### config.mk
export PLATFORM = sky130hd
export DESIGN_NAME = sbus_frame_receiver
export DESIGN_NICKNAME = d
export VERILOG_FILES = /design/src/sv/sbfr_pkg.sv /design/src/sv/sbfr_datapath.sv /design/src/sv/sbfr_ctrl.sv /design/src/sv/sbus_frame_receiver.sv
export SDC_FILE = /design/constraint.sdc
export NUM_CORES = 1
export LEC_CHECK = 0
export CORE_MARGIN = 10
export CORE_UTILIZATION = 65
export CTS_BUF_LIST = sky130_fd_sc_hd__clkbuf_16
export DETAILED_ROUTE_END_ITERATION = 8
export DONT_BUFFER_PORTS = 1
export MAX_ROUTING_LAYER = met4
export PLACE_DENSITY_LB_ADDON = 0.3
export SYNTH_ARGS = -nofsm -noshare
export SYNTH_HDL_FRONTEND = slang
export SYNTH_SLANG_ARGS = --single-unit
### constraint.sdc
create_clock -name clk -period 13.79 [get_ports clk]
set_input_delay 0.6895 -clock clk [delete_from_list [all_inputs] [get_ports clk]]
set_output_delay 0.6895 -clock clk [all_outputs]
set_load 0.05 [all_outputs]
### src/sv/sbfr_pkg.sv
// Package with constants and controller/datapath interface types for the frame receiver.
`timescale 1ns / 1ps

package sbfr_pkg;

  localparam int FRAME_BYTES  = 25;
  localparam int STORE_DEPTH  = FRAME_BYTES - 2;
  localparam int STORE_BITS   = STORE_DEPTH * 8;
  localparam int CHAN_BITS    = 11;
  localparam int NUM_CHANNELS = 16;
  localparam int IDX_BITS     = 4;
  localparam int FILL_BITS    = 5;
  localparam int TICK_BITS    = 16;
  localparam int FS_BIT       = 2;
  localparam int LOST_BIT     = 3;

  localparam logic [7:0]           SYNC_BYTE     = 8'h0F;
  localparam logic [7:0]           END_BYTE      = 8'h00;
  localparam logic [TICK_BITS-1:0] TIMEOUT_RESET = 16'd10;
  localparam logic                 DROP_RESET    = 1'b1;

  localparam logic OP_BYTE = 1'b0;
  localparam logic OP_TICK = 1'b1;

  localparam logic REG_TIMEOUT = 1'b0;
  localparam logic REG_DROP_FS = 1'b1;

  typedef struct packed {
    logic start;
    logic tick;
    logic store;
    logic finish;
    logic emit;
  } cmd_t;

  typedef struct packed {
    logic is_sync;
    logic at_end;
    logic end_ok;
    logic fs_drop;
    logic tick_expire;
    logic emit_last;
  } sts_t;

endpackage

### src/sv/sbfr_datapath.sv
// Datapath: configuration registers, frame shift register, counters and result fields.
`timescale 1ns / 1ps

module sbfr_datapath (
  input  logic                       clk,
  input  logic                       rst_n,
  input  logic                       cfg_we,
  input  logic                       cfg_index,
  input  logic [15:0]                cfg_wdata,
  input  logic [7:0]                 in_byte,
  input  sbfr_pkg::cmd_t             cmd,
  output sbfr_pkg::sts_t             sts,
  output logic [15:0]                out_tdata,
  output logic [1:0]                 out_tuser,
  output logic                       out_tlast
);

  logic [sbfr_pkg::TICK_BITS-1:0]  timeout_r;
  logic                            drop_r;
  logic [sbfr_pkg::STORE_BITS-1:0] data_r, data_nxt;
  logic [sbfr_pkg::FILL_BITS-1:0]  fill_r, fill_nxt;
  logic [sbfr_pkg::TICK_BITS-1:0]  elapsed_r, elapsed_nxt;
  logic [sbfr_pkg::IDX_BITS-1:0]   emit_idx_r, emit_idx_nxt;
  logic                            fs_r, fs_nxt;
  logic                            lf_r, lf_nxt;
  logic [sbfr_pkg::TICK_BITS-1:0]  elapsed_inc;
  logic [7:0]                      flag_byte;

  assign elapsed_inc = elapsed_r + sbfr_pkg::TICK_BITS'(1);
  assign flag_byte   = data_r[sbfr_pkg::STORE_BITS-1 -: 8];

  always_comb begin
    sts.is_sync     = (in_byte == sbfr_pkg::SYNC_BYTE);
    sts.at_end      = (fill_r == sbfr_pkg::FILL_BITS'(sbfr_pkg::FRAME_BYTES - 1));
    sts.end_ok      = (in_byte == sbfr_pkg::END_BYTE);
    sts.fs_drop     = flag_byte[sbfr_pkg::FS_BIT] & drop_r;
    sts.tick_expire = (elapsed_inc >= timeout_r);
    sts.emit_last   = (emit_idx_r == sbfr_pkg::IDX_BITS'(sbfr_pkg::NUM_CHANNELS - 1));
  end

  always_comb begin
    data_nxt     = data_r;
    fill_nxt     = fill_r;
    elapsed_nxt  = elapsed_r;
    emit_idx_nxt = emit_idx_r;
    fs_nxt       = fs_r;
    lf_nxt       = lf_r;
    if (cmd.start) begin
      fill_nxt    = sbfr_pkg::FILL_BITS'(1);
      elapsed_nxt = '0;
    end
    if (cmd.tick) begin
      elapsed_nxt = sts.tick_expire ? '0 : elapsed_inc;
    end
    if (cmd.store) begin
      data_nxt = {in_byte, data_r[sbfr_pkg::STORE_BITS-1:8]};
      fill_nxt = fill_r + sbfr_pkg::FILL_BITS'(1);
    end
    if (cmd.finish) begin
      elapsed_nxt  = '0;
      emit_idx_nxt = '0;
      fs_nxt       = flag_byte[sbfr_pkg::FS_BIT];
      lf_nxt       = flag_byte[sbfr_pkg::LOST_BIT];
    end
    if (cmd.emit) begin
      data_nxt     = data_r >> sbfr_pkg::CHAN_BITS;
      emit_idx_nxt = emit_idx_r + sbfr_pkg::IDX_BITS'(1);
    end
  end

  always_ff @(posedge clk) begin
    if (!rst_n) begin
      timeout_r  <= sbfr_pkg::TIMEOUT_RESET;
      drop_r     <= sbfr_pkg::DROP_RESET;
      fill_r     <= '0;
      elapsed_r  <= '0;
      emit_idx_r <= '0;
    end else begin
      if (cfg_we) begin
        case (cfg_index)
          sbfr_pkg::REG_TIMEOUT: timeout_r <= cfg_wdata;
          sbfr_pkg::REG_DROP_FS: drop_r    <= cfg_wdata[0];
          default: ;
        endcase
      end
      fill_r     <= fill_nxt;
      elapsed_r  <= elapsed_nxt;
      emit_idx_r <= emit_idx_nxt;
    end
  end

  always_ff @(posedge clk) begin
    data_r <= data_nxt;
    fs_r   <= fs_nxt;
    lf_r   <= lf_nxt;
  end

  assign out_tdata = {1'b0, data_r[sbfr_pkg::CHAN_BITS-1:0], emit_idx_r};
  assign out_tuser = {lf_r, fs_r};
  assign out_tlast = sts.emit_last;

endmodule

### src/sv/sbfr_ctrl.sv
// Controller state machine: header hunt, frame collection and channel emission.
`timescale 1ns / 1ps

module sbfr_ctrl (
  input  logic           clk,
  input  logic           rst_n,
  input  logic           in_tvalid,
  input  logic           in_tuser,
  output logic           in_tready,
  output logic           out_tvalid,
  input  logic           out_tready,
  input  sbfr_pkg::sts_t sts,
  output sbfr_pkg::cmd_t cmd
);

  typedef enum logic [1:0] {S_HUNT, S_COLLECT, S_EMIT} state_t;

  state_t state_r, state_nxt;
  logic   in_ready_r;
  logic   out_valid_r;
  logic   acc;

  assign acc = in_tvalid & in_ready_r;

  always_comb begin
    state_nxt = state_r;
    cmd       = '0;
    case (state_r)
      S_HUNT: begin
        if (acc && in_tuser == sbfr_pkg::OP_BYTE && sts.is_sync) begin
          cmd.start = 1'b1;
          state_nxt = S_COLLECT;
        end
      end
      S_COLLECT: begin
        if (acc && in_tuser == sbfr_pkg::OP_TICK) begin
          cmd.tick = 1'b1;
          if (sts.tick_expire) begin
            state_nxt = S_HUNT;
          end
        end else if (acc) begin
          if (!sts.at_end) begin
            cmd.store = 1'b1;
          end else begin
            cmd.finish = 1'b1;
            state_nxt  = (sts.end_ok && !sts.fs_drop) ? S_EMIT : S_HUNT;
          end
        end
      end
      S_EMIT: begin
        if (out_tready) begin
          cmd.emit = 1'b1;
          if (sts.emit_last) begin
            state_nxt = S_HUNT;
          end
        end
      end
      default: state_nxt = S_HUNT;
    endcase
  end

  always_ff @(posedge clk) begin
    if (!rst_n) begin
      state_r     <= S_HUNT;
      in_ready_r  <= 1'b1;
      out_valid_r <= 1'b0;
    end else begin
      state_r     <= state_nxt;
      in_ready_r  <= (state_nxt != S_EMIT);
      out_valid_r <= (state_nxt == S_EMIT);
    end
  end

  assign in_tready  = in_ready_r;
  assign out_tvalid = out_valid_r;

endmodule

### src/sv/sbus_frame_receiver.sv
// Top level of the 16-channel, 11-bit radio-control frame receiver.
// The input stream carries one item per transfer: in_tuser selects a received
// byte (0) or one timer tick (1), and in_tdata holds the byte.
// Bytes are ignored until a 0x0F header; the next 24 bytes complete a frame.
// A frame is dropped when its ticks reach the limit, when its end byte is not 0x00,
// or when its failsafe flag is set while dropping of such frames is enabled.
// A good frame gives 16 result transfers, channels 0 to 15 in order, with
// tlast on channel 15. Each channel is shifted out of a 184-bit frame register.
// After the end byte of a good frame the first result is valid on the next cycle,
// and one result leaves per cycle while out_tready is high.
// Input is not accepted while results are pending.
// When the receiver stalls, the current result holds and input stays blocked.
// Configuration writes via cfg_we take effect on the next cycle. The user must
// make them only while the block is idle; the block itself does not enforce it.
// Reset restores a tick limit of 10 with failsafe dropping enabled and
// returns the block to header hunting.
`timescale 1ns / 1ps

module sbus_frame_receiver (
  input  logic        clk,
  input  logic        rst_n,
  input  logic        cfg_we,
  input  logic        cfg_index,
  input  logic [15:0] cfg_wdata,
  input  logic        in_tvalid,
  output logic        in_tready,
  input  logic [7:0]  in_tdata,   // [7:0] byte_value
  input  logic        in_tuser,   // [0] op
  output logic        out_tvalid,
  input  logic        out_tready,
  output logic [15:0] out_tdata,  // [3:0] channel_index, [14:4] channel_value
  output logic [1:0]  out_tuser,  // [0] failsafe, [1] frame_lost
  output logic        out_tlast
);

  sbfr_pkg::cmd_t cmd;
  sbfr_pkg::sts_t sts;

  sbfr_ctrl u_ctrl (
    .clk        (clk),
    .rst_n      (rst_n),
    .in_tvalid  (in_tvalid),
    .in_tuser   (in_tuser),
    .in_tready  (in_tready),
    .out_tvalid (out_tvalid),
    .out_tready (out_tready),
    .sts        (sts),
    .cmd        (cmd)
  );

  sbfr_datapath u_datapath (
    .clk       (clk),
    .rst_n     (rst_n),
    .cfg_we    (cfg_we),
    .cfg_index (cfg_index),
    .cfg_wdata (cfg_wdata),
    .in_byte   (in_tdata),
    .cmd       (cmd),
    .sts       (sts),
    .out_tdata (out_tdata),
    .out_tuser (out_tuser),
    .out_tlast (out_tlast)
  );

endmodule

==> results of run 1 <==
[final cells by class]
class | count | area, um^2
clock inverter | 19 | 188
fill | 1132 | 4570
timing repair buffer | 5 | 37.5
sequential | 232 | 6400
inverter | 22 | 82.6
clock buffer | 25 | 626
multi-input combinational | 777 | 3550
tap | 216 | 270
[through the flow]
step                hold WS [ns]  total power, W
global route               0.242         0.00146
CTS                        0.227         0.00143
floorplan                  0.432        0.000775
global placement           0.442        0.000777
detailed placement         0.448        0.000777
finish                     0.237         0.00142
[flip-flops by register name, summed over array words and instances, names as in the netlist]
register / count
u_ctrl.in_tready: 1
u_ctrl.out_tvalid: 1
u_ctrl.state_r: 2
u_datapath.data_r: 184
u_datapath.drop_r: 1
u_datapath.elapsed_r: 16
u_datapath.emit_idx_r: 4
u_datapath.fill_r: 5
u_datapath.fs_r: 1
u_datapath.lf_r: 1
u_datapath.timeout_r: 16
[critical path: stages (launching register included)]
cell and delay, ns:
dfxtp_1 0.67, nand2_1 0.09, nor2_1 0.21, nand2_1 0.39, nand2_4 0.57, buf_4 0.85
buf_4 0.67
[layer usage]
layer / vias to the layer above / share of wire
met3: 24 / 0.043
li1: 3534 / -
met4: 0 / 0.017
met2: 128 / 0.50
met5: - / 0
met1: 3277 / 0.44
[power by group]
part | switching, W | total, W | internal [W]
logic | 0.0000113 | 0.0000174 | 0.00000607
registers | 0.00000158 | 0.000745 | 0.000744
clock network | 0.000259 | 0.000661 | 0.000402
total | 0.000272 | 0.00142 | 0.00115
[cells by family after synthesis]
| logic type | count (synthesis) | synth area share |
|---|---|---|
| AND/OR/NAND/NOR | 661 | 0.254 |
| buffers and inverters | 89 | 0.0402 |
| flip-flops | 232 | 0.619 |
| adder cells (fa/ha/maj) | 20 | 0.0242 |
| XOR/XNOR | 13 | 0.0110 |
| AO/OA/AOI/OAI | 82 | 0.0517 |
| other | 1 | 0.000363 |
[synthesized netlist by cell type (2+ instances only)]
master / n / area [um^2]
xnor2_1: 8 / 70.1
nand2_1: 594 / 2230
and2_1: 5 / 31.3
nor3_1: 2 / 10.0
buf_4: 14 / 105
xor2_1: 5 / 43.8
or2_2: 2 / 12.5
a21oi_1: 34 / 170
nand3b_1: 3 / 22.5
nand4_1: 3 / 18.8
buf_2: 2 / 10.0
and3_1: 6 / 37.5
nand2b_1: 4 / 25.0
o211ai_1: 4 / 30.0
a211oi_1: 3 / 22.5
nor2b_1: 2 / 12.5
clkbuf_1: 45 / 169
a21o_1: 2 / 15.0
inv_1: 22 / 82.6
nand3_1: 11 / 55.1
buf_1: 3 / 11.3
a31oi_1: 3 / 18.8
dfxtp_1: 57 / 1140
buf_6: 2 / 22.5
o21ai_0: 14 / 70.1
o21a_1: 2 / 15.0
edfxtp_1: 175 / 5260
a32o_1: 12 / 120
and3_2: 2 / 15.0
ha_1: 20 / 250
nor2_1: 19 / 71.3
[worst max path at each step]
stage	start	slack, ns	depth (start not counted)	endpoint
after global routing	u_datapath.elapsed_r[0]$_SDFFE_PP0P_	9.51	12	u_datapath.elapsed_r[4]$_SDFFE_PP0P_
after detailed placement	u_ctrl.in_tready$_SDFF_PN1_	9.85	6	u_datapath.data_r[161]$_DFFE_PP_
after CTS	u_ctrl.in_tready$_SDFF_PN1_	9.87	6	u_datapath.data_r[126]$_DFFE_PP_
after floorplan	out_tready	8.10	4	u_datapath.data_r[0]$_DFFE_PP_
after global placement	u_ctrl.in_tready$_SDFF_PN1_	9.90	6	u_datapath.data_r[148]$_DFFE_PP_
final	u_ctrl.in_tready$_SDFF_PN1_	9.92	6	u_datapath.data_r[147]$_DFFE_PP_
==> run summary, run 1 <==
The number of hold buffers added after CTS was 0. The count of nets left with antenna violations once routing finished came out at 0. The number of setup violations in the final report is 0. Once layout is complete, the utilization of the core stands at 0.709.

The total placed cells including tap cells is 1252. Timing analysis after detailed placement gives a worst setup slack of 9.85 ns. In the global route stage, met2 resource usage came out at 0.288. The initial core utilization is 0.658.

For this run, global-route usage on met1 was measured as 0.217. The number of global-route vias before repair was 6532. Headroom to the max-slew limit came out at 0.338. The maximum buffer depth of the clock tree is 3. The depth of the worst register-to-register path is 6. Setup repair after global routing left no endpoint under its margin. The warning count from the yosys run came out at 0. The areal power density over the cells came out at 128 nW/um^2.

The number of diodes came out at 0. The worst setup path is captured at a flip-flop. The worst-skew pair later-pin latency is 0.51 ns. The final global-route overflow total came out at 0. The number of instances in the synthesized netlist came out at 1098.

The worst path meets setup with 9.92 ns of slack. Averaged over all synthesized cells, the footprint is 9.42 um^2. The largest fanout on the critical path came out at 82. During placement, the flow inserted port buffers numbering 0.

Relative to the synthesized area, the layout overhead comes to 7.79%. STA classifies the critical path startpoint as a flip-flop. The area of the mapped netlist came out at 10300 um^2. The portion of the post-synthesis area used by sequential elements came out at 0.619. Among all flip-flop cells after synthesis, the most frequent one is edfxtp_1. The endpoint with the worst hold slack is u_ctrl.in_tready$_SDFF_PN1_. Dividing the detail-routed wire length by the instance count gives 14.5 um. The async set or reset register ratio after synthesis came out at 0. The number of library cell types mapped by synthesis is 49. The die width came out at 146 um. The top cell types in the final layout, fill and taps aside, are nand2_1 (592), edfxtp_1 (175), dfxtp_1 (57). Counting instances, the worst hold path has a depth of 1. The total wirelength of the detailed-routed design is 18800 um. The cell row count is 46.

The number of clock sinks seen by CTS is 232. The setup check on the worst reg-to-reg path leaves a slack of 9.92 ns. The clock buffer count from CTS came out at 24.

The leakage power is 4.58 nW. The flip-flop and latch count after synthesis is 232. The achievable clock frequency came out at 259 MHz. The global routing usage on met3 is 0.0284.

The maximum number of pins on one net before global-route repair came out at 103. The worst hold path begins at rst_n. The final instance area came out at 11100 um^2. The HPWL after detailed placement is 11500 um. The wire length of the first global-routing pass came out at 30700 um. The slew at the pin closest to its max-slew limit came out at 0.993 ns. Data arrives at the worst endpoint at 4.02 ns. The most common library cell in the layout ignoring fill and taps is nand2_1. The largest clock skew in the final design came out at 0.0108 ns. The post-route non-filler standard cell count is 1296. The global routing usage summed across all routing layers came out at 0.173. The die area is 21400 um^2. The share of the clock period used by the worst path after layout came out at 0.280. The detailed-router iteration count before antenna repair is 5. The number of synthesized flops with an enable pin is 175. The net count after synthesis came out at 1149.

The clock-pin slew on the worst setup and hold paths is 0.06 ns. The data required time of the worst path came out at 13.94 ns. The total count of max-transition violations in the final report is 0. The min-delay analysis places its worst path in the category in2reg.

The number of vias after detailed routing is 6963. The depth of the CTS H-tree is 1. The reported max-cap violation count is 0. In this run the standard cell core region covers 15700 um^2. The global-route layer with the greatest usage is met2. The final weighted congestion in routability-driven placement came out at 0.875.

The startpoint identified for the worst register-to-register timing path is u_ctrl.in_tready$_SDFF_PN1_. The run finished with clean final reports. The tree is rooted in a clkbuf_16. Of the cells placed in the final design, the portion with a size suffix greater than 1 is 0.0491. The maximum vdd drop came out at 0.108 mV. The final net count came out at 1113. The detailed-route vias per instance came out at 5.37. The setup TNS is 0 ns.

The critical path in this run is classified as reg2reg. The number of gates given a new drive strength after cts came out at 0. For this run, design rule violations remaining after detail routing come to 0. The initial antenna violation count is 0. The cell area after placement is 10300 um^2.

The number of DRC markers after the initial detailed-route iteration came out at 568. The total I/O pin count is 52. The worst path needs 3.87 ns of the cycle, external delays included.

The final count of hold timing violations is 0. Once the clock tree was built, the setup fixing pass inserted 0 buffers. The die is 146 um tall. TritonCTS built the clock tree. In this run the critical register-to-register path is captured at u_datapath.data_r[147]$_DFFE_PP_.
Power figures use the tool's default switching activity.
==> inputs of run 2 (changes only) <==
--- a/config.mk
+++ b/config.mk
@@ -6,7 +6,7 @@
 export NUM_CORES = 1
 export LEC_CHECK = 0
 export CORE_MARGIN = 10
-export CORE_UTILIZATION = 65
+export CORE_UTILIZATION = 63
 export CTS_BUF_LIST = sky130_fd_sc_hd__clkbuf_16
 export DETAILED_ROUTE_END_ITERATION = 8
 export DONT_BUFFER_PORTS = 1
==> constraint.sdc (replaced) <==
create_clock -name clk -period 3.6 [get_ports clk]
set_input_delay 0.18 -clock clk [delete_from_list [all_inputs] [get_ports clk]]
set_output_delay 0.18 -clock clk [all_outputs]
set_load 0.05 [all_outputs]
==> run 2 against run 1 <==
Effect of this change:
- setup slack got worse by 9.5 ns
- via count grew 7.1%
- power grew to 4.0 times the previous value
- combinational power grew to 5.7 times the previous value
- routed wire length increased by 10%
- highest routed layer unchanged
==> run summary, run 2 (synthesis results as in run 1) <==
The final weighted congestion in routability-driven placement is 0.849 (was 0.875). The total power of the final layout is 0.00566 W (was 0.00142 W). The worst-case register-to-register setup slack is 0.41 ns (was 9.92 ns). The detailed-route DRC error count is 0 (unchanged). The detailed-route vias per instance came to 5.60 (was 5.37). The area of the multi-input gates is 3560 um^2 (was 3550 um^2). The maximum vdd drop was 0.346 mV (was 0.108 mV). The total count of max-transition violations in the final report is 0 (unchanged). The area occupied by registers is 6400 um^2 (unchanged). The worst hold slack is 0.0380 ns (was 0.237 ns). The detail-routed net length per standard cell is 15.6 um (was 14.5 um). The die width is 148 um (was 146 um). The number of DRC markers after the initial detailed-route iteration is 791 (was 568). The net switching power figure came out at 0.00108 W (was 0.000272 W). The number of buffers and inverters on the critical path came out at 0 (was 2). The register with the most flip-flops is u_datapath.data_r (unchanged). The kind of start point of the critical path is a flip-flop (unchanged).

The share of the clock period used by the worst path after layout came to 0.887 (was 0.280). The number of gates given a new drive strength after cts was 0 (unchanged). The wire length of the first global-routing pass is 34300 um (was 30700 um).

The largest fanout on the critical path came to 6 (was 82). The CTS tree is yes (unchanged). The leakage power is 4.76 nW (was 4.58 nW). The cell area after placement is 10400 um^2 (was 10300 um^2). The family of cells with the greatest summed delay on the critical path was compound AO/OA/AOI/OAI gates (was buffers and inverters).

The largest clock skew in the final design was 0.0113 ns (was 0.0108 ns). The slew at the pin closest to its max-slew limit came out at 1.09 ns (was 0.993 ns). The critical path arrival was 3.65 ns (was 4.02 ns). The maximum number of pins on one net before global-route repair came out at 179 (was 103). The residual antenna-violating net count after detailed routing was 0 (unchanged). The number of input and output port buffers inserted is 0 (unchanged). The final period demand of the worst path came out at 3.19 ns (was 3.87 ns). Registers with the most flip-flops: u_datapath.data_r: 184 flops, u_datapath.elapsed_r: 16 flops, u_datapath.timeout_r: 16 flops (unchanged). The die outline height came out at 148 um (was 146 um).

The reported max-cap violation count came out at 0 (unchanged). The number of clock sinks seen by CTS is 232 (unchanged). The number of setup violations in the final report is 0 (unchanged). The depth of the CTS H-tree is 1 (unchanged). The clock buffer count from CTS is 24 (unchanged). The setup TNS was 0 ns (unchanged).

The die area is 21900 um^2 (was 21400 um^2). The worst slew slack as a fraction of its limit came out at 0.273 (was 0.338). The proportion of power drawn by the clock network came to 0.478 (was 0.464). The initial antenna violation count is 2 (was 0). The switching share of power is 0.190 (was 0.191). The number of logic stages on the critical path including buffering came out at 12 (was 6). The critical path's slowest cell is dfxtp_1 (was buf_4). The cell row count came out at 46 (unchanged). The cell at the root of the clock tree is clkbuf_16 (unchanged). The capture point of the worst reg-to-reg path is u_datapath.elapsed_r[4]$_SDFFE_PP0P_ (was u_datapath.data_r[147]$_DFFE_PP_). The filler cell count in the final layout is 1106 (was 1132). The layout cell share with drive strength beyond 1 is 0.0547 (was 0.0491).

The flip-flop count of the largest register after layout came out at 184 (unchanged). The worst-skew pair later-pin latency came out at 0.51 ns (about the same). Status: finished, final reports clean (unchanged). The HPWL after detailed placement is 11600 um (was 11500 um).

Unrepaired setup endpoints after global routing: false (unchanged). The data required time of the worst path is 4.06 ns (was 13.94 ns). The area growth from synthesis to final layout came out at 12.2% (was 7.79%).

The final global-route overflow total is 0 (unchanged). The start of the worst register-to-register path is u_datapath.elapsed_r[0]$_SDFFE_PP0P_ (was u_ctrl.in_tready$_SDFF_PN1_). The clock-pin slew on the worst setup and hold paths came to 0.06 ns (about the same).

The depth of the worst register-to-register path came out at 12 (was 6). The critical path class is reg2reg (unchanged). The startpoint of the most critical setup path is u_datapath.elapsed_r[0]$_SDFFE_PP0P_ (was u_ctrl.in_tready$_SDFF_PN1_). The achievable clock frequency came out at 313 MHz (was 259 MHz). Crit-path cells: ha_1, nand3_1, nor2_1, and4_1, xor2_1, ha_1, o21ai_0, o211ai_1, a211oi_2, o21ai_0, o21ai_0, o31a_1 (was nand2_1, nor2_1, nand2_1, nand2_4, buf_4, buf_4). The portion of total power attributed to sequential cells is 0.505 (was 0.524). The combinational share of power is 0.017 (was 0.012). The type of the tightest min-delay check is in2reg (unchanged). The placeable core area was 16000 um^2 (was 15700 um^2). The total I/O pin count came out at 52 (unchanged). The total wirelength of the detailed-routed design came out at 20700 um (was 18800 um). The initial core utilization came out at 0.646 (was 0.658). The number of vias after detailed routing is 7460 (was 6963). The type of element capturing the critical path is a flip-flop (unchanged).

The final count of hold timing violations is 0 (unchanged). The final net count is 1148 (was 1113). The delay of the slowest cell on the worst path came to 0.41 ns (was 0.85 ns). The detailed-router iteration count before antenna repair came out at 5 (unchanged). The capture point of the critical path is u_datapath.elapsed_r[4]$_SDFFE_PP0P_ (was u_datapath.data_r[147]$_DFFE_PP_). The number of global-route vias before repair is 7177 (was 6532).

The final instance area was 11600 um^2 (was 11100 um^2). The internal power summed over all cells was 0.00458 W (was 0.00115 W). The areal power density over the cells came out at 488 nW/um^2 (was 128 nW/um^2). Counting stages on the worst path, the most repeated cell is o21ai_0. Highest-count cells in the layout ignoring fill and taps: nand2_1 (592), edfxtp_1 (175), dfxtp_1 (57) (unchanged). The global routing usage summed across all routing layers is 0.191 (was 0.173). The most common library cell in the layout ignoring fill and taps is nand2_1 (unchanged). The maximum buffer depth of the clock tree came out at 3 (unchanged).
-- run 2: changes by cell type in the layout (fill, tap and decap cells not counted) --
| cell | change |
|---|---|
| inv_1 | -1 |
| bufinv_16 | +2 |
| buf_12 | +4 |
| clkinv_1 | -2 |
| diode_2 | +2 |
| clkinvlp_2 | +1 |
| dlygate4sd3_1 | +30 |
| nand2_8 | +1 |
| clkinv_4 | +1 |
| buf_4 | +1 |
| nand2_4 | -1 |
| clkinv_2 | -1 |
-- run 2: how the worst min path moves through the flow --
stage,start,end,slack [ns],cells after the start
after global routing,in_tuser,u_ctrl.state_r[0]$_SDFF_PN0_,0.02,2
final,in_tuser,u_ctrl.state_r[0]$_SDFF_PN0_,0.04,2
after global placement,rst_n,u_ctrl.in_tready$_SDFF_PN1_,0.24,1
after CTS,in_tvalid,u_ctrl.state_r[0]$_SDFF_PN0_,0.004,4
after floorplan,cfg_wdata[10],u_datapath.timeout_r[10]$_SDFFE_PN0P_,0.32,2
after detailed placement,rst_n,u_ctrl.in_tready$_SDFF_PN1_,0.25,1
-- run 2: routing by layer --
metal,global-route usage,vias to the layer above,part of all wire
li1,-,3609,-
met1,0.233,3551,0.41
met2,0.312,231,0.50
met3,0.0325,69,0.052
met4,0.0763,0,0.033
met5,-,-,0
-- run 2: through the flow --
step	utilization	setup WS (ns)	cells
final	0.725	0.408	1333
after global routing	0.725	0.0932	1333
after CTS	0.725	0.466	1331
after detailed placement	0.652	0.531	1257
after global placement	0.652	0.677	1257
after floorplan	-	0.688	1098
-- run 2: area by class of cell --
type / count / area share
antenna: 2 / 0.000431
clock buffer: 25 / 0.0539
clock inverter: 19 / 0.0211
inverter: 22 / 0.00712
multi-input combinational: 777 / 0.306
sequential: 232 / 0.551
tap: 216 / 0.0233
timing repair buffer: 40 / 0.0367
-- run 2: repair_timing --
item | CTS | global route
hold buffers | 30 | 0
setup buffers | 0 | 0
endpoints found under the hold margin | 32 | 0
endpoints found under the setup margin | 0 | 0
-- run 2: power by group through the flow --
| stage | clock [W] | sequential, W | combinational, W |
|---|---|---|---|
| after floorplan | 0 | 0.00291 | 0.0000579 |
| after global placement | 0 | 0.00291 | 0.0000619 |
| after detailed placement | 0 | 0.00291 | 0.0000639 |
| after CTS | 0.00273 | 0.00286 | 0.0000930 |
| after global routing | 0.00283 | 0.00286 | 0.000108 |
| final | 0.00270 | 0.00286 | 0.0000985 |
==> inputs of run 3 (changes only) <==
--- a/config.mk
+++ b/config.mk
@@ -10,8 +10,9 @@
 export CTS_BUF_LIST = sky130_fd_sc_hd__clkbuf_16
 export DETAILED_ROUTE_END_ITERATION = 8
 export DONT_BUFFER_PORTS = 1
+export GPL_TIMING_DRIVEN = 0
 export MAX_ROUTING_LAYER = met4
-export PLACE_DENSITY_LB_ADDON = 0.3
+export PLACE_DENSITY = 0.79
 export SYNTH_ARGS = -nofsm -noshare
 export SYNTH_HDL_FRONTEND = slang
 export SYNTH_SLANG_ARGS = --single-unit
==> run 3 against run 2 <==
Effect of this change:
- sequential share of layout area down 0.69 points
- combinational power grew 11%
- global-route usage is 0.56 points higher
- design area up 1.3%
- hold slack gained 0.015 ns
- die area is the same
- register-to-register slack got worse by 0.04 ns
- fmax decreased by 1.1%
- critical path type unchanged
==> run summary, run 3 (synthesis results as in run 1) <==
The total placed cells including tap cells is 1315 (was 1257). The area growth from synthesis to final layout came to 13.6% (was 12.2%). The areal power density over the cells was 451 nW/um^2 (was 488 nW/um^2).

The initial antenna violation count is 1 (was 2). The register with the most flip-flops is u_datapath.data_r (unchanged). The reported max-cap violation count was 0 (unchanged).

The maximum buffer depth of the clock tree is 3 (unchanged). The share of the clock period used by the worst path after layout is 0.897 (was 0.887). The detailed-route DRC error count came out at 0 (unchanged). The die outline height is 148 um (unchanged). The critical path class is reg2reg (unchanged).

The beginning of the worst hold path is in_tvalid (was in_tuser). Registers with the most flip-flops: u_datapath.data_r: 184 flops, u_datapath.elapsed_r: 16 flops, u_datapath.timeout_r: 16 flops (unchanged). The number of DRC markers after the initial detailed-route iteration was 771 (was 791).

The most common library cell in the layout ignoring fill and taps is nand2_1 (unchanged). The global routing usage summed across all routing layers came out at 0.197 (was 0.191). The total I/O pin count is 52 (unchanged). The kind of start point of the critical path is a flip-flop (unchanged).

The number of clock sinks seen by CTS came out at 232 (unchanged). The type of element capturing the critical path is a flip-flop (unchanged). The number of buffers and inverters on the critical path is 0 (unchanged). Highest-count cells in the layout ignoring fill and taps: nand2_1 (593), edfxtp_1 (175), dfxtp_1 (57) (was nand2_1 (592), edfxtp_1 (175), dfxtp_1 (57)). The detailed-router iteration count before antenna repair came out at 5 (unchanged). The flip-flop count of the largest register after layout came to 184 (unchanged). The total wirelength of the detailed-routed design is 21200 um (was 20700 um). The delay of the slowest cell on the worst path was 0.42 ns (was 0.41 ns).

The die area came out at 21900 um^2 (unchanged). The final period demand of the worst path came to 3.23 ns (was 3.19 ns). The cell row count is 46 (unchanged).

The worst slew slack as a fraction of its limit is 0.575 (was 0.273). The number of setup violations in the final report came out at 0 (unchanged). The HPWL after detailed placement came out at 13000 um (was 11600 um). The type of the tightest min-delay check is in2reg (unchanged). The number of vias after detailed routing is 7659 (was 7460). The critical path arrival came out at 3.68 ns (was 3.65 ns). The maximum vdd drop came to 0.391 mV (was 0.346 mV). The utilization after layout came to 0.735 (was 0.725). The number of setup buffers added after CTS is 0 (unchanged).

The clock buffer count from CTS came out at 24 (unchanged). The family of cells with the greatest summed delay on the critical path is compound AO/OA/AOI/OAI gates (unchanged). The final weighted congestion in routability-driven placement came out at 0.827 (was 0.849).

The post-route non-filler standard cell count was 1395 (was 1333). The die width is 148 um (unchanged). The total count of max-transition violations in the final report came out at 0 (unchanged). The depth of the CTS H-tree came out at 1 (unchanged). The start of the worst register-to-register path is u_datapath.elapsed_r[0]$_SDFFE_PP0P_ (unchanged).

The largest fanout on the critical path is 6 (unchanged). The wire length of the first global-routing pass is 35200 um (was 34300 um). The placeable core area is 16000 um^2 (unchanged). The initial core utilization is 0.646 (unchanged). The number of global-route vias before repair is 7445 (was 7177).

The largest clock skew in the final design came out at 0.0147 ns (was 0.0113 ns). The detail-routed net length per standard cell is 15.2 um (was 15.6 um). The final count of hold timing violations is 0 (unchanged).

The worst-skew pair later-pin latency is 0.51 ns (about the same). The achievable clock frequency is 310 MHz (was 313 MHz). Status: finished, final reports clean (unchanged). The layout cell share with drive strength beyond 1 came out at 0.0509 (was 0.0547). The maximum number of pins on one net before global-route repair is 112 (was 179).

The startpoint of the most critical setup path was u_datapath.elapsed_r[0]$_SDFFE_PP0P_ (unchanged). The data required time of the worst path came out at 4.05 ns (was 4.06 ns). The final global-route overflow total was 0 (unchanged).

The cell at the root of the clock tree is clkbuf_16 (unchanged). The residual antenna-violating net count after detailed routing came out at 0 (unchanged). Unrepaired setup endpoints after global routing: false (unchanged). The clock-pin slew on the worst setup and hold paths was 0.06 ns (about the same). The detailed-route vias per instance is 5.49 (was 5.60). The final net count was 1211 (was 1148). The leakage power came to 4.83 nW (was 4.76 nW). The slew at the pin closest to its max-slew limit came out at 0.636 ns (was 1.09 ns). The critical path's slowest cell is dfxtp_1 (unchanged). The CTS tree was yes (unchanged). Crit-path cells: ha_1, nand3_1, nor2_1, and4_1, xor2_1, ha_1, o21ai_0, o211ai_1, a211oi_2, o21ai_1, o21ai_0, o31a_1 (was ha_1, nand3_1, nor2_1, and4_1, xor2_1, ha_1, o21ai_0, o211ai_1, a211oi_2, o21ai_0, o21ai_0, o31a_1). The number of input and output port buffers inserted is 0 (unchanged).
run 3: cell types whose count changed in the layout (fill, tap and decap cells not counted), sizes merged:
cell and change:
dlygate4sd3 +5, bufinv -4, diode -1, clkbuf +44, clkinv +4, buf +13, inv +3, clkinvlp -2
run 3: worst reg2reg max path: stages (launching register included):
cell      delay (ns)
dfxtp_1         0.42
ha_1            0.24
nand3_1         0.11
nor2_1          0.27
and4_1          0.28
xor2_1          0.28
ha_1            0.30
o21ai_0         0.22
o211ai_1        0.14
a211oi_2        0.33
o21ai_1         0.24
o21ai_0         0.20
o31a_1          0.15
run 3: report_power, final:
| group | switching [W] | internal, W | leakage [nW] | total (W) |
|---|---|---|---|---|
| registers | 0.00000743 | 0.00285 | 2.01 | 0.00286 |
| logic | 0.0000567 | 0.0000525 | 2.44 | 0.000109 |
| clock network | 0.000987 | 0.00135 | 0.380 | 0.00234 |
run 3: layer usage:
metal	share of wire	GRT usage	vias to the layer above	wire, um
li1	-	-	3729	-
met1	0.42	0.234	3625	8810
met2	0.50	0.338	240	10600
met3	0.053	0.0316	65	1110
met4	0.030	0.0575	0	630
met5	0	-	-	0
run 3: path summary, 6_finish.rpt:
kind                                           endpoint  cells past startpoint  slack [ns]
hold reg to reg   u_datapath.timeout_r[14]$_SDFFE_PN0P_                      2        0.45
setup / recovery   u_datapath.elapsed_r[4]$_SDFFE_PP0P_                     12        0.37
hold / removal             u_ctrl.state_r[0]$_SDFF_PN0_                      2        0.05
setup reg to reg   u_datapath.elapsed_r[4]$_SDFFE_PP0P_                     12        0.37
run 3: layout make-up:
type                       count  area (um^2)
timing repair buffer          36          378
inverter                      22         82.6
tap                          216          270
multi-input combinational    777         3550
clock inverter                20          144
antenna                        1         2.50
fill                        1125         4250
buffer                        67          333
sequential                   232         6400
clock buffer                  24          601
run 3: timing repair:
action,4_1_cts,5_1_grt
resized for setup,0,1
endpoints found under the hold margin,27,0
hold buffers,35,0
endpoints found under the setup margin,0,3
run 3: through the flow:
| step | TNS (ns) | hold slack [ns] | setup slack (ns) | area [um^2] | total power (W) |
|---|---|---|---|---|---|
| after global routing | 0 | 0.0320 | 0.0422 | 11800 | 0.00546 |
| after global placement | -10.09 | 0.321 | -0.0624 | 10600 | 0.00298 |
| final | 0 | 0.0535 | 0.373 | 11800 | 0.00531 |
| after CTS | 0 | 0.00190 | 0.291 | 11800 | 0.00534 |
| after floorplan | 0 | 0.316 | 0.688 | 10300 | 0.00297 |
| after detailed placement | 0 | 0.324 | 0.384 | 10700 | 0.00298 |
